`config.mk`:
```
export PLATFORM = sky130hd
export DESIGN_NAME = tlba_ram
export DESIGN_NICKNAME = d
export VERILOG_FILES = /design/src/rtl/tlba_ram.sv
export SDC_FILE = /design/constraint.sdc
export NUM_CORES = 2
export LEC_CHECK = 0
export BUFFER_PORTS_ARGS = -buffer_cell sky130_fd_sc_hd__buf_4
export CAP_MARGIN = 5
export CORE_MARGIN = 5
export CORE_UTILIZATION = 52
export CTS_BUF_LIST = sky130_fd_sc_hd__clkbuf_4 sky130_fd_sc_hd__clkbuf_8
export DETAILED_ROUTE_END_ITERATION = 7
export PLACE_DENSITY_LB_ADDON = 0.3
export SETUP_SLACK_MARGIN = 0.02
export SLEW_MARGIN = 20
export SYNTH_ARGS = -nofsm -noshare
export SYNTH_HDL_FRONTEND = slang
export SYNTH_SLANG_ARGS = --single-unit
```
`constraint.sdc`:
```
create_clock -name clk -period 3.8 [get_ports clk]
set_input_delay 0.76 -clock clk [delete_from_list [all_inputs] [get_ports clk]]
set_output_delay 0.76 -clock clk [all_outputs]
set_load 0.03 [all_outputs]
```
`src/rtl/tlba_ram.sv`:
```
// ----------------------------------------------------------------------------
// tlba_ram
// generic single write port ram with one registered read port
// ----------------------------------------------------------------------------
`default_nettype none

module tlba_ram #(
    parameter int WIDTH = 32,
    parameter int DEPTH = 128,
    parameter int ADDR_W = (DEPTH > 1) ? $clog2(DEPTH) : 1
) (
    input  wire logic              clk,
    input  wire logic              we,
    input  wire logic [ADDR_W-1:0] waddr,
    input  wire logic [WIDTH-1:0]  wdata,
    input  wire logic [ADDR_W-1:0] raddr,
    output logic      [WIDTH-1:0]  rdata
);

    logic [WIDTH-1:0] mem [DEPTH];
    logic [WIDTH-1:0] rdata_reg;

    always_ff @(posedge clk)
    begin
        if (we)
        begin
            mem[waddr] <= wdata;
        end
        rdata_reg <= mem[raddr];
    end

    assign rdata = rdata_reg;

endmodule

`default_nettype wire

```
==> summary.txt <==
Placed design
  • Hpwl dp: 229 mm
  • GP Congestion: 0.830
  • Port bufs: 79
  • DP Area: 0.167 mm2

Die
  • Core area: 0.300 mm2
  • Die Y: 558 um
  • Row Count: 201
  • Boundary Pins: 80
  • Initial Utilization: 52.2%
  • Die footprint: 0.312 mm2
  • Width of the die: 558 um

Clocking
  • Cts repair resizes: 0
  • Clock transition at path regs: 70 ps
  • CTS root buf: clkbuf_8
  • Total CTS buffers: 632
  • CTS tree: built
  • Worst-Skew Late Latency: 1200 ps
  • Clock sink count: 4,128
  • Setup Buffers After CTS: 0
  • Longest Clk Path Bufs: 4
  • Htree depth: 6

Finish
  • Area growth from synthesis to layout: 15.0%
  • Share of cells above drive strength 1: 40.8%
  • Max FFs per register: 4,096
  • Fin area: 0.180 mm2
  • Layout Nets: 6,844
  • # fillers: 19,850

Global routing
  • Vias in the first global route: 73,611
  • Tot GR Track Use: 26.4%
  • Pin count of the biggest net entering global routing: 115
  • First-pass GRT wire length: 571 mm
  • Initial antenna violation count: 58
  • Total congestion overflow: 0

Worst setup path
  • Worst path max stage delay: 900 ps
  • Slowest CP cell: dfxtp_1
  • Critical path buffer and inverter count: 1
  • Required @ worst endpoint: 3040 ps
  • Crit path DAT: 2390 ps
  • Cells along the critical path: buf_4
  • Nature of the critical path endpoint: primary output
  • Crit path max-delay family: flip-flops
  • Critical path launch point type: flip-flop
  • WS Path Type: reg -> out
  • Max FO, Critical Path: 3

Timing
  • Endpoints failing setup: 0
  • Final min period: 3150 ps
  • Period utilization: 82.8%
  • Slew Limit Headroom: 22.1%
  • Worst-Margin Slew: 1170 ps
  • Clock skew: 74.2 ps
  • Fin. max-slew vios: 0
  • Hold Violations, Final: 0
  • Fmax: 0.318 GHz
  • RSZ-0062 raised after global routing: false

Synth
  • Gate Count Post-Synth: 5,990
  • Synthesized area per cell: 26.1 um2
  • Post-synthesis cell area: 0.156 mm2
  • Mapped Nets: 6,038
  • Seq/Total Area, Yosys: 79.1%
  • Synthesis-stage register bit count: 4,128
  • Synth unique cells: 17
  • Synth warnings: 0

Flow run
  • Max-cap viol count: 0

Route
  • Residual DRC: 0
  • Wire length per cell: 36.1 um
  • Post-detailed-routing wire length: 408 mm
  • Routed Antenna Nets: 0
  • Vias/cell: 6.47
  • DR pass1 iterations: 8
  • 1st-iter DRT viols: 10,823
  • Vias: 73,124

Power and ir drop
  • Final Power: 0.0920 W
  • PwrDens: 512 mW/mm2
  • VDD IR max: 0.279 mV
  • Leakage power: 55.7 nW

Hold path
  • Hold Path Class: in -> reg

Run status
  • Outcome: finished, final reports clean
-- Yosys cell counts, drive strengths merged --
| library cell | instances | area [um2] |
|---|---|---|
| nor2b | 7 | 43.8 |
| nor3 | 9 | 45.0 |
| nand2b | 2 | 12.5 |
| nand3 | 12 | 60.1 |
| mux2 | 32 | 360 |
| buf | 134 | 628 |
| edfxtp | 4096 | 123000 |
| nor2 | 122 | 458 |
| or3 | 1 | 6.26 |
| clkbuf | 182 | 683 |
| nand2 | 14 | 52.6 |
| dfxtp | 32 | 641 |
| nand4 | 3 | 18.8 |
| mux4 | 1344 | 30300 |
-- routing by layer --
layer  track usage [%]  share of wire, %
met1              37.6                37
met3              6.82                12
met2              40.2                47
met4              9.48               3.8
met5                 0             0.025
-- area by class of cell --
cell class / instances / area (um2) / share of cell area [%]
Sequential cell: 4128 / 124000 / 68.8
Multi-Input combinational cell: 1546 / 32300 / 18.0
Clock buffer: 856 / 10500 / 5.86
Timing Repair Buffer: 488 / 6260 / 3.48
Tap cell: 3958 / 4950 / 2.76
Clock inverter: 280 / 1900 / 1.06
Antenna cell: 40 / 100 / 0.0557
-- logic make-up after synthesis --
family | count (synthesis) | synth area share [%]
buf+inv | 316 | 0.839
simple gates | 170 | 0.446
flops | 4128 | 79.1
mux | 1376 | 19.6
-- worst reg2reg max path: stages, from the launching register on --
cell and delay (ps):
edfxtp_1 370, mux4_2 480, mux4_2 680, mux4_2 740, mux2_2 330
-- worst paths after layout --
check | slack (ps) | to | cells after the start | start
worst min register to register | 1110 | rdata[20] | 4 | mem[86][20]
worst max-delay path | 650 | rdata[13] | 1 | rdata[13]
worst min-delay path | 110 | mem[62][6] | 1 | wdata[6]
worst max register to register | 1100 | rdata[2] | 4 | mem[63][2]
-- cells in the final DEF (no fill, tap or decap), drive strengths merged --
| cell type | count |
|---|---|
| buf | 486 |
| nand4 | 3 |
| nand2b | 2 |
| inv | 43 |
| bufinv | 9 |
| clkinvlp | 6 |
| nand2 | 14 |
| or3 | 1 |
| dlygate4sd3 | 2 |
| dfxtp | 32 |
| nor3 | 9 |
| mux2 | 32 |
| nor2b | 7 |
| clkbuf | 856 |
| nor2 | 122 |
| mux4 | 1344 |
| diode | 40 |
| edfxtp | 4096 |
| clkinv | 222 |
| nand3 | 12 |
-- metrics by stage --
| step | setup slack [ps] | hold slack (ps) | TNS (ps) | util, % | instances |
|---|---|---|---|---|---|
| 2_1_floorplan | -199 | 859 | -17910 | - | 5990 |
| 3_3_place_gp | -212 | 1080 | -1870 | 55.8 | 10118 |
| 3_5_place_dp | -213 | 1100 | -1890 | 55.8 | 10118 |
| 4_1_cts | 566 | 33.1 | 0 | 60.0 | 11256 |
| 5_1_grt | 649 | 75.8 | 0 | 60.0 | 11280 |
| 6_report | 652 | 114 | 0 | 60.0 | 11296 |
-- timing repair --
item / 4_1_cts / 5_1_grt
hold endpoints to repair: 23 / 0
endpoints found under the setup margin: 0 / 0
hold buffers: 2 / 0
-- power breakdown --
| group | internal [W] | switching, W |
|---|---|---|
| Sequential | 0.0503 | 0.000277 |
| Clock | 0.0189 | 0.0173 |
| Combinational | 0.00208 | 0.00315 |
(Power assumes the default switching activity.)
